--- src/hw/rtl/jmsw_pkg.sv ---
// Shared types, constants and the marker classifier for the JPEG marker segment walker.
// Has no dependencies; every other file in hw/rtl imports it.
`default_nettype none

package jmsw_pkg;

  // Marker prefix and marker codes
  localparam logic [7:0] MARKER_PREFIX = 8'hFF;
  localparam logic [7:0] CODE_SOI      = 8'hD8;
  localparam logic [7:0] CODE_EOI      = 8'hD9;
  localparam logic [7:0] CODE_APP0     = 8'hE0;
  localparam logic [7:0] CODE_DQT      = 8'hDB;
  localparam logic [7:0] CODE_DHT      = 8'hC4;
  localparam logic [7:0] CODE_SOF0     = 8'hC0;
  localparam logic [7:0] CODE_SOF1     = 8'hC1;
  localparam logic [7:0] CODE_SOF2     = 8'hC2;
  localparam logic [7:0] CODE_SOS      = 8'hDA;

  // Segment length counts its own two bytes
  localparam logic [15:0] LENGTH_BYTES = 16'd2;

  // Event kinds reported on the result stream
  localparam logic [1:0] EV_MARKER  = 2'd0;
  localparam logic [1:0] EV_LENGTH  = 2'd1;
  localparam logic [1:0] EV_MISSING = 2'd2;

  // Marker kinds
  localparam logic [3:0] MK_SOI     = 4'd0;
  localparam logic [3:0] MK_EOI     = 4'd1;
  localparam logic [3:0] MK_JFIF    = 4'd2;
  localparam logic [3:0] MK_DQT     = 4'd3;
  localparam logic [3:0] MK_DHT     = 4'd4;
  localparam logic [3:0] MK_SOF0    = 4'd5;
  localparam logic [3:0] MK_SOF1    = 4'd6;
  localparam logic [3:0] MK_SOF2    = 4'd7;
  localparam logic [3:0] MK_SOS     = 4'd8;
  localparam logic [3:0] MK_UNKNOWN = 4'd9;

  localparam int IN_DATA_W  = 8;
  localparam int OUT_DATA_W = 32;
  localparam int OUT_USER_W = 2;

  // Parser phase
  typedef enum logic [2:0] {
    PH_MARK = 3'd0,
    PH_CODE = 3'd1,
    PH_LENH = 3'd2,
    PH_LENL = 3'd3,
    PH_SKIP = 3'd4,
    PH_HALT = 3'd5
  } phase_t;

  // One result beat, event_kind in the lowest bits
  typedef struct packed {
    logic [15:0] segment_length;
    logic [7:0]  marker_code;
    logic [3:0]  marker_kind;
    logic [1:0]  event_kind;
  } result_t;

  localparam int RESULT_W = $bits(result_t);

  // Map a marker code to its kind
  function automatic logic [3:0] classify(input logic [7:0] code);
    logic [3:0] kind;
    case (code)
      CODE_SOI:  kind = MK_SOI;
      CODE_EOI:  kind = MK_EOI;
      CODE_APP0: kind = MK_JFIF;
      CODE_DQT:  kind = MK_DQT;
      CODE_DHT:  kind = MK_DHT;
      CODE_SOF0: kind = MK_SOF0;
      CODE_SOF1: kind = MK_SOF1;
      CODE_SOF2: kind = MK_SOF2;
      CODE_SOS:  kind = MK_SOS;
      default:   kind = MK_UNKNOWN;
    endcase
    return kind;
  endfunction

endpackage

`default_nettype wire

--- src/hw/rtl/jmsw_parser.sv ---
// Phase state machine of the marker segment walker: consumes one byte per step
// and produces at most one result. Depends on jmsw_pkg.
`default_nettype none

module jmsw_parser
  import jmsw_pkg::*;
(
  input  wire logic       clk,
  input  wire logic       rst,
  input  wire logic       step,
  input  wire logic [7:0] in_byte,
  output logic            emit,
  output result_t         result
);

  phase_t      phase, phase_next;
  logic [7:0]  length_high, length_high_next;
  logic [15:0] skip_remaining, skip_remaining_next;
  logic [15:0] seg_len;
  logic [3:0]  kind;

  assign seg_len = {length_high, in_byte};
  assign kind    = classify(in_byte);

  // Hold state unless a byte is consumed
  always_ff @(posedge clk) begin
    if (rst) begin
      phase          <= PH_MARK;
      length_high    <= '0;
      skip_remaining <= '0;
    end else if (step) begin
      phase          <= phase_next;
      length_high    <= length_high_next;
      skip_remaining <= skip_remaining_next;
    end
  end

  // Next phase and result for the current byte
  always_comb begin
    phase_next          = phase;
    length_high_next    = length_high;
    skip_remaining_next = skip_remaining;
    emit                = 1'b0;
    result              = '0;
    case (phase)
      PH_MARK: begin
        if (in_byte != MARKER_PREFIX) begin
          emit               = 1'b1;
          result.event_kind  = EV_MISSING;
          result.marker_kind = MK_UNKNOWN;
          result.marker_code = in_byte;
          phase_next         = PH_HALT;
        end else begin
          phase_next = PH_CODE;
        end
      end
      PH_CODE: begin
        emit               = 1'b1;
        result.event_kind  = EV_MARKER;
        result.marker_kind = kind;
        result.marker_code = in_byte;
        if (kind == MK_SOS) begin
          phase_next = PH_HALT;
        end else if (kind == MK_SOI || kind == MK_EOI) begin
          phase_next = PH_MARK;
        end else begin
          phase_next = PH_LENH;
        end
      end
      PH_LENH: begin
        length_high_next = in_byte;
        phase_next       = PH_LENL;
      end
      PH_LENL: begin
        emit                  = 1'b1;
        result.event_kind     = EV_LENGTH;
        result.segment_length = seg_len;
        if (seg_len > LENGTH_BYTES) begin
          skip_remaining_next = seg_len - LENGTH_BYTES;
          phase_next          = PH_SKIP;
        end else begin
          skip_remaining_next = '0;
          phase_next          = PH_MARK;
        end
      end
      PH_SKIP: begin
        // Drop payload bytes; the last one returns to marker position
        if (skip_remaining != '0) begin
          skip_remaining_next = skip_remaining - 16'd1;
        end
        if (skip_remaining <= 16'd1) begin
          phase_next = PH_MARK;
        end
      end
      default: begin
        // Halted: ignore every byte until reset
        phase_next = phase;
      end
    endcase
  end

endmodule

`default_nettype wire

--- src/hw/rtl/jmsw_out_reg.sv ---
// Result register of the marker segment walker, holding one beat for the
// downstream stream. Depends on jmsw_pkg.
`default_nettype none

module jmsw_out_reg
  import jmsw_pkg::*;
(
  input  wire logic     clk,
  input  wire logic     rst,
  input  wire logic     load,
  input  wire result_t  load_data,
  output logic          can_load,
  output logic          out_valid,
  input  wire logic     out_ready,
  output result_t       out_data
);

  assign can_load = !out_valid || out_ready;

  // Valid flag: set on load, clear once the beat is taken
  always_ff @(posedge clk) begin
    if (rst) begin
      out_valid <= 1'b0;
    end else if (load) begin
      out_valid <= 1'b1;
    end else if (out_ready) begin
      out_valid <= 1'b0;
    end
  end

  // Payload: capture only on load
  always_ff @(posedge clk) begin
    if (load) begin
      out_data <= load_data;
    end
  end

endmodule

`default_nettype wire

--- src/hw/rtl/jpeg_marker_segment_walker_core.sv ---
// Top level of the JPEG marker segment walker: input register, parser and
// result register. Depends on jmsw_pkg, jmsw_parser and jmsw_out_reg.
`default_nettype none

// Walks the marker segments of a JPEG byte stream at one byte per clock cycle
// sustained. Each accepted byte sits in an input register, where the phase
// state machine classifies it and updates its state when the byte is consumed;
// a marker, a segment length or a missing-marker error is then loaded into the
// result register, which offers it on the output. The event kind travels on
// m_tuser, the marker and length fields on m_tdata. Payload bytes of each
// segment are consumed without a result. After a start-of-scan marker or a
// missing 0xFF the block keeps accepting bytes but reports nothing more until
// reset. A held result stalls input only when the byte in the input register
// would produce another result.
module jpeg_marker_segment_walker_core
  import jmsw_pkg::*;
(
  input  wire logic                  clk,
  input  wire logic                  rst,
  input  wire logic                  s_tvalid,
  output logic                       s_tready,
  input  wire logic [IN_DATA_W-1:0]  s_tdata,   // [7:0] data_byte
  output logic                       m_tvalid,
  input  wire logic                  m_tready,
  output logic [OUT_DATA_W-1:0]      m_tdata,   // [3:0] marker_kind, [11:4] marker_code,
                                                // [27:12] segment_length, [31:28] zero
  output logic [OUT_USER_W-1:0]      m_tuser    // [1:0] event_kind
);

  logic                 in_valid;
  logic [IN_DATA_W-1:0] in_byte;
  logic                 emit;
  logic                 can_load;
  logic                 step;
  result_t              result;
  result_t              out_data;

  // Consume the held byte unless its result cannot be stored
  assign step     = in_valid && (!emit || can_load);
  assign s_tready = !in_valid || step;

  // Input register
  always_ff @(posedge clk) begin
    if (rst) begin
      in_valid <= 1'b0;
    end else if (s_tvalid && s_tready) begin
      in_valid <= 1'b1;
    end else if (step) begin
      in_valid <= 1'b0;
    end
  end

  always_ff @(posedge clk) begin
    if (s_tvalid && s_tready) begin
      in_byte <= s_tdata;
    end
  end

  jmsw_parser u_parser (
    .clk     (clk),
    .rst     (rst),
    .step    (step),
    .in_byte (in_byte),
    .emit    (emit),
    .result  (result)
  );

  jmsw_out_reg u_out_reg (
    .clk       (clk),
    .rst       (rst),
    .load      (step && emit),
    .load_data (result),
    .can_load  (can_load),
    .out_valid (m_tvalid),
    .out_ready (m_tready),
    .out_data  (out_data)
  );

  // Split the held beat into its kind and its marker and length fields
  assign m_tuser = out_data.event_kind;
  assign m_tdata = {{(OUT_DATA_W - RESULT_W + OUT_USER_W){1'b0}},
                    out_data.segment_length, out_data.marker_code, out_data.marker_kind};

endmodule

`default_nettype wire

--- config.mk ---
export PLATFORM = sky130hd
export DESIGN_NAME = jpeg_marker_segment_walker_core
export DESIGN_NICKNAME = d
export VERILOG_FILES = /design/src/hw/rtl/jmsw_pkg.sv /design/src/hw/rtl/jmsw_parser.sv /design/src/hw/rtl/jmsw_out_reg.sv /design/src/hw/rtl/jpeg_marker_segment_walker_core.sv
export SDC_FILE = /design/constraint.sdc
export NUM_CORES = 1
export LEC_CHECK = 0
export BUFFER_PORTS_ARGS = -buffer_cell sky130_fd_sc_hd__buf_2
export CAP_MARGIN = 0
export CORE_MARGIN = 3
export CORE_UTILIZATION = 52
export CTS_CLUSTER_DIAMETER = 150
export DETAILED_ROUTE_END_ITERATION = 10
export PLACE_DENSITY = 0.86
export SLEW_MARGIN = 20
export SYNTH_ARGS = -nofsm -noshare
export SYNTH_HDL_FRONTEND = slang
export SYNTH_SLANG_ARGS = --single-unit
--- constraint.sdc ---
create_clock -name clk -period 2.22 [get_ports clk]
set_input_delay 0.222 -clock clk [delete_from_list [all_inputs] [get_ports clk]]
set_output_delay 0.222 -clock clk [all_outputs]
set_load 0.01 [all_outputs]
==> impl_metrics.env, run 1 <==
export IMPL_worstSetupEndpointType="register"
export IMPL_gp_congestion=0.999
export IMPL_fmax_mhz=470
export IMPL_setup_violations=0
export IMPL_die_h_um=88.3
export IMPL_drt_first_pass_iters=5
export IMPL_io_pins=48
export IMPL_rsz0062_at_grt="no"
export IMPL_worst_pin_slew_ns=0.555
export IMPL_finalCritPeriodShare_pct=95.7
export IMPL_setup_tns_ns=0
export IMPL_hold_viol=0
export IMPL_finalWorstSetupSlack_ns=0.0944
export IMPL_diodes=0
export IMPL_fillers=509
export IMPL_cpPeakStageDelay_ns=0.56
export IMPL_cts_sinks=67
export IMPL_finalNonFillerCells=502
export IMPL_status="finished, final reports clean"
export IMPL_grtUsageTotal_pct=23.1
export IMPL_syn_to_final_growth_pct=18.4
export IMPL_clk_latency_ns=0.35
export IMPL_num_rows=29
export IMPL_start_util_pct=54.5
export IMPL_min_path_type="input pin to register"
export IMPL_clk_pin_slew_worst_paths_ns=0.07
export IMPL_syn_area_per_cell_um2=9.75
export IMPL_yosysWarnings=0
export IMPL_synth_main_ff_cell="edfxtp_1"
export IMPL_drt_iter0_drc=318
export IMPL_post_place_ws_ns=0.0486
export IMPL_required_ns=2.47
export IMPL_maxCapViolCount=0
export IMPL_grt_pass1_vias=2999
export IMPL_core_area_um2=6460
export IMPL_fp_dieArea_um2=7790
export IMPL_dp_hpwl_um=5830
export IMPL_maxSlewViolCount=0
export IMPL_min_period_ns=2.13
export IMPL_vias=3098
export IMPL_htreeDepth=3
export IMPL_ant_nets=0
export IMPL_clock_root_buffer="clkbuf_8"
export IMPL_ys_seq_area_share_pct=48.9
export IMPL_synth_top_cells_by_area="edfxtp_1 (32%), dfxtp_1 (16%), and2_1 (4.1%), a21oi_1 (3.8%), nor2_1 (3.3%)"
export IMPL_synth_seq_cells=67
export IMPL_crit_arrival_ns=2.37
export IMPL_slew_headroom_pct=62.6
export IMPL_p_total_mw=2.94
export IMPL_synth_area_leader_cell="edfxtp_1"
export IMPL_avgRoutedWirePerCell_um=16.6
export IMPL_peakVddDrop_mv=0.370
export IMPL_vias_per_cell=6.17
export IMPL_skew_ns=0.00479
export IMPL_clk_path_buf_depth=2
export IMPL_grt_pass1_wl_um=13800
export IMPL_crit_chain="or4_4 > or3_4 > o211ai_4 > buf_4 > a21oi_1 > o32ai_1"
export IMPL_wl_um=8350
export IMPL_synth_edf_count=38
export IMPL_grt_max_degree=31
export IMPL_syn_inst=361
export IMPL_crit_fanout=12
export IMPL_multiInputGateArea_um2=1620
export IMPL_portBuffers=43
export IMPL_die_width_um=88.3
export IMPL_crit_path_start_kind="register"
export IMPL_critPathKind="register to register"
export IMPL_p_leak_nw=1.57
export IMPL_ff_latch_area_um2=1720
export IMPL_drc=0
export IMPL_cts_tree="done"
export IMPL_placed_cells=482
export IMPL_cts_buffers=9
export IMPL_syn_area_um2=3520
export IMPL_ys_async_sr_fraction_pct=0
export IMPL_synth_cell_types=61
export IMPL_grt_overflow_total=0
export IMPL_synth_top_area_share_pct=32.4
export IMPL_layout_drive_gt1_share_pct=23.3
export IMPL_slowest_stage="or4_4"
export IMPL_whs_ns=0.0414
export IMPL_nets=435
export IMPL_antenna_found_initial=0
export IMPL_powerDensity_nw_per_um2=705
[final cells by class]
cell class | count | share of cell area (%)
clock buffer | 9 | 2.97
multi-input combinational | 254 | 39.0
clock inverter | 7 | 2.22
tap | 77 | 2.31
timing repair buffer | 73 | 10.9
sequential | 67 | 41.3
inverter | 15 | 1.35
[sequential cells by signal, summed over array words and instances (netlist names)]
register / flops
u_parser.phase: 3
u_parser.skip_remaining: 16
u_out_reg.out_data: 30
in_byte: 8
in_valid: 1
u_out_reg.out_valid: 1
u_parser.length_high: 8
[cell usage in the layout (no fill, tap or decap), types with 3 or more instances in the layout]
| cell type | count |
|---|---|
| and2_1 | 22 |
| dfxtp_1 | 29 |
| xnor2_1 | 10 |
| a21o_1 | 4 |
| nor2_1 | 31 |
| o22ai_1 | 5 |
| buf_4 | 29 |
| nand4b_1 | 3 |
| edfxtp_1 | 38 |
| nand2b_1 | 4 |
| inv_1 | 15 |
| ha_1 | 3 |
| and3_1 | 3 |
| a21oi_1 | 27 |
| nand2_1 | 16 |
| mux2i_1 | 9 |
| conb_1 | 4 |
| nand4_1 | 5 |
| nand3_1 | 7 |
| xor2_1 | 4 |
| nor4_1 | 4 |
| nor3_1 | 16 |
| o2111ai_1 | 3 |
| o21ai_0 | 19 |
| or3_1 | 3 |
| a31oi_1 | 3 |
| o32ai_1 | 3 |
| a211oi_1 | 7 |
| clkbuf_8 | 9 |
| buf_2 | 43 |
[cell usage after synthesis, types with 9 or more instances]
cell type	instances
o21ai_0	19
nor2_1	31
nor3_1	16
inv_1	15
mux2i_1	9
nand2_1	16
dfxtp_1	29
a21oi_1	27
edfxtp_1	38
clkbuf_1	19
and2_1	23
xnor2_1	10
[stage by stage]
stage	util (%)	area (um2)
2_1_floorplan	-	3530
3_3_place_gp	60.7	3920
3_5_place_dp	60.7	3920
4_1_cts	64.0	4140
5_1_grt	64.5	4170
6_report	64.5	4170
[power breakdown]
group,leakage [nW],internal (mW),switching [mW]
clock,0.103,0.627,0.485
combinational,0.880,0.163,0.250
sequential,0.591,1.38,0.0376
total,1.57,2.17,0.773
[critical path: cells and delay by family (launching register included)]
family          cells  cell delay, ns
simple gates        2            0.94
flops               1            0.35
compound gates      3            0.50
buf+inv             1            0.22
[layer usage]
layer / share of wire [%] / GRT usage [%] / vias to the layer above
met2: 50 / 39.2 / 172
met4: 3.8 / 14.3 / 0
li1: - / - / 1436
met5: 0 / 0 / -
met3: 7.6 / 4.19 / 33
met1: 39 / 27.1 / 1457
[worst paths after layout]
path / from / end / slack (ns) / cells after the start
setup reg to reg: u_parser.skip_remaining[10]$_SDFFE_PP0P_ / u_parser.skip_remaining[15]$_SDFFE_PP0P_ / 0.09 / 6
hold reg to reg: u_parser.skip_remaining[5]$_SDFFE_PP0P_ / u_parser.skip_remaining[5]$_SDFFE_PP0P_ / 0.50 / 2
setup / recovery: u_parser.skip_remaining[10]$_SDFFE_PP0P_ / u_parser.skip_remaining[15]$_SDFFE_PP0P_ / 0.09 / 6
hold / removal: s_tdata[7] / in_byte[7]$_DFFE_PP_ / 0.04 / 1
[cell families after synthesis]
group / count (synthesis) / synth area share (%)
compound gates: 89 / 16.7
xor+xnor: 14 / 3.48
fa+ha+maj: 4 / 1.35
buf+inv: 43 / 5.40
flops: 67 / 48.9
mux: 9 / 2.56
other cells: 1 / 0.107
simple gates: 134 / 21.5
[timing repair]
| item | CTS | global route |
|---|---|---|
| hold buffers | 0 | 0 |
| endpoints found under the setup margin | 0 | 14 |
| setup buffers | 0 | 4 |
| endpoints found under the hold margin | 0 | 0 |
| gates resized for setup | 0 | 1 |
Power figures use the tool's default switching activity.
==> inputs of run 2 (changes only) <==
--- a/config.mk
+++ b/config.mk
@@ -11,7 +11,7 @@
 export CORE_UTILIZATION = 52
 export CTS_CLUSTER_DIAMETER = 150
 export DETAILED_ROUTE_END_ITERATION = 10
-export PLACE_DENSITY = 0.86
+export PLACE_DENSITY = 0.77
 export SLEW_MARGIN = 20
 export SYNTH_ARGS = -nofsm -noshare
 export SYNTH_HDL_FRONTEND = slang
==> run 2 against run 1 <==
Effect of this change:
- core utilization decreased by 0.91 points
- non-clock buffer count unchanged
- fmax increased by 1.7%
- largest power group unchanged
- via count decreased by 1.4%
- sequential power about the same
- die area unchanged
- total power decreased by 8.6%
==> impl_metrics.env, run 2 (synthesis results as in run 1) <==
export IMPL_p_leak_nw=1.55
export IMPL_cts_buffers=9
export IMPL_gp_congestion=0.969
export IMPL_skew_ns=0.0100
export IMPL_clk_latency_ns=0.35
export IMPL_dp_hpwl_um=6090
export IMPL_layout_drive_gt1_share_pct=22.6
export IMPL_start_util_pct=54.5
export IMPL_multiInputGateArea_um2=1620
export IMPL_rrSetupSlack_ns=0.13
export IMPL_finalNonFillerCells=502
export IMPL_nets=435
export IMPL_powerDensity_nw_per_um2=654
export IMPL_worstSetupEndpointType="register"
export IMPL_vias_per_cell=6.08
export IMPL_vias=3054
export IMPL_antenna_found_initial=0
export IMPL_grt_overflow_total=0
export IMPL_setup_violations=0
export IMPL_place_area_um2=3930
export IMPL_drc=0
export IMPL_min_period_ns=2.09
export IMPL_maxSlewViolCount=0
export IMPL_critPathKind="register to register"
export IMPL_avgRoutedWirePerCell_um=16.8
export IMPL_rsz0062_at_grt="yes"
export IMPL_top_register="u_out_reg.out_data"
export IMPL_htreeDepth=3
export IMPL_syn_to_final_growth_pct=16.7
export IMPL_num_rows=29
export IMPL_cts_tree="done"
export IMPL_ff_latch_area_um2=1720
export IMPL_die_h_um=88.3
export IMPL_largest_reg_flops=30
export IMPL_maxCapViolCount=0
export IMPL_peakVddDrop_mv=0.362
export IMPL_grt_pass1_vias=2879
export IMPL_ant_nets=0
export IMPL_portBuffers=43
export IMPL_io_pins=48
export IMPL_drt_iter0_drc=268
export IMPL_fillers=562
export IMPL_crit_fanout=10
export IMPL_status="finished, final reports clean"
export IMPL_hold_viol=0
export IMPL_finalCritPeriodShare_pct=94.1
export IMPL_clock_root_buffer="clkbuf_8"
export IMPL_core_area_um2=6460
export IMPL_required_ns=2.47
export IMPL_grt_pass1_wl_um=13800
export IMPL_final_common_cell="buf_2"
export IMPL_reg_largest_list="u_out_reg.out_data x30, u_parser.skip_remaining x16"
export IMPL_die_width_um=88.3
export IMPL_setup_tns_ns=0
export IMPL_crit_arrival_ns=2.34
export IMPL_final_cell_mix="buf_2 (43), edfxtp_1 (38), nor2_1 (31)"
export IMPL_clk_pin_slew_worst_paths_ns=0.08
export IMPL_whs_ns=0.0412
export IMPL_diodes=0
export IMPL_fp_dieArea_um2=7790
export IMPL_min_path_type="input pin to register"
export IMPL_crit_path_start_kind="register"
export IMPL_wl_um=8420
export IMPL_drt_first_pass_iters=5
export IMPL_cts_sinks=67
export IMPL_fin_area_um2=4110
export IMPL_placed_cells=484
export IMPL_fmax_mhz=479
export IMPL_grt_max_degree=31
export IMPL_grtUsageTotal_pct=23.3
export IMPL_clk_path_buf_depth=2
==> run 2: changes by cell type in the layout (fill, tap and decap cells not counted) <==
cell	change
bufinv_16	-2
clkbuf_1	+1
clkinv_1	+1
clkinv_2	+1
clkinv_4	-1
nand2b_1	+1
nand2b_2	-1
==> run 2: repair_timing <==
action                     CTS  global route
resized for setup            0             0
hold buffers                 0             0
setup endpoints to repair    0             2
buffers inserted             0             2
==> run 2: final cells by class <==
type	instances	share of cell area, %
Sequential cell	67	41.9
Timing Repair Buffer	73	11.0
Tap cell	77	2.34
Inverter	15	1.37
Clock buffer	10	3.11
Multi-Input combinational cell	254	39.5
Clock inverter	6	0.792
==> run 2: metrics by stage <==
stage / setup slack [ns] / util, % / total power, mW
finish: 0.131 / 63.6 / 2.69
global route: -0.00149 / 63.6 / 2.80
CTS: 0.0886 / 63.4 / 2.70
detailed placement: 0.197 / 60.9 / 1.85
global placement: 0.250 / 60.9 / 1.83
floorplan: 0.0766 / - / 1.70
==> run 2: final timing paths <==
check | start | cells after the start | endpoint
worst max-delay path | u_parser.skip_remaining[10]$_SDFFE_PP0P_ | 6 | u_parser.skip_remaining[1]$_SDFFE_PP0P_
worst max register to register | u_parser.skip_remaining[10]$_SDFFE_PP0P_ | 6 | u_parser.skip_remaining[1]$_SDFFE_PP0P_
worst min register to register | u_parser.skip_remaining[15]$_SDFFE_PP0P_ | 2 | u_parser.skip_remaining[15]$_SDFFE_PP0P_
worst min-delay path | s_tdata[6] | 1 | in_byte[6]$_DFFE_PP_
==> run 2: layer usage <==
metal | track usage (%) | vias up | routed length, um | share of wire (%)
li1 | - | 1436 | - | -
met2 | 39.0 | 154 | 4150 | 49
met5 | 0 | - | 0 | 0
met1 | 28.9 | 1443 | 3490 | 41
met3 | 5.40 | 21 | 558 | 6.6
met4 | 9.75 | 0 | 225 | 2.7
==> run 2: where the power goes <==
part | switching (mW) | total, mW | internal, mW | leakage (nW)
Combinational | 0.246 | 0.409 | 0.164 | 0.878
Sequential | 0.0422 | 1.42 | 1.38 | 0.591
Clock | 0.466 | 0.859 | 0.393 | 0.0771
Total | 0.753 | 2.69 | 1.93 | 1.55
==> run 2: critical path, stage by stage (launching register included) <==
cell and delay (ns):
dfxtp_1 0.35, or4_4 0.56, or3_4 0.38, o211ai_4 0.19
buf_4 0.20, nor3_1 0.08, a211oi_1 0.23
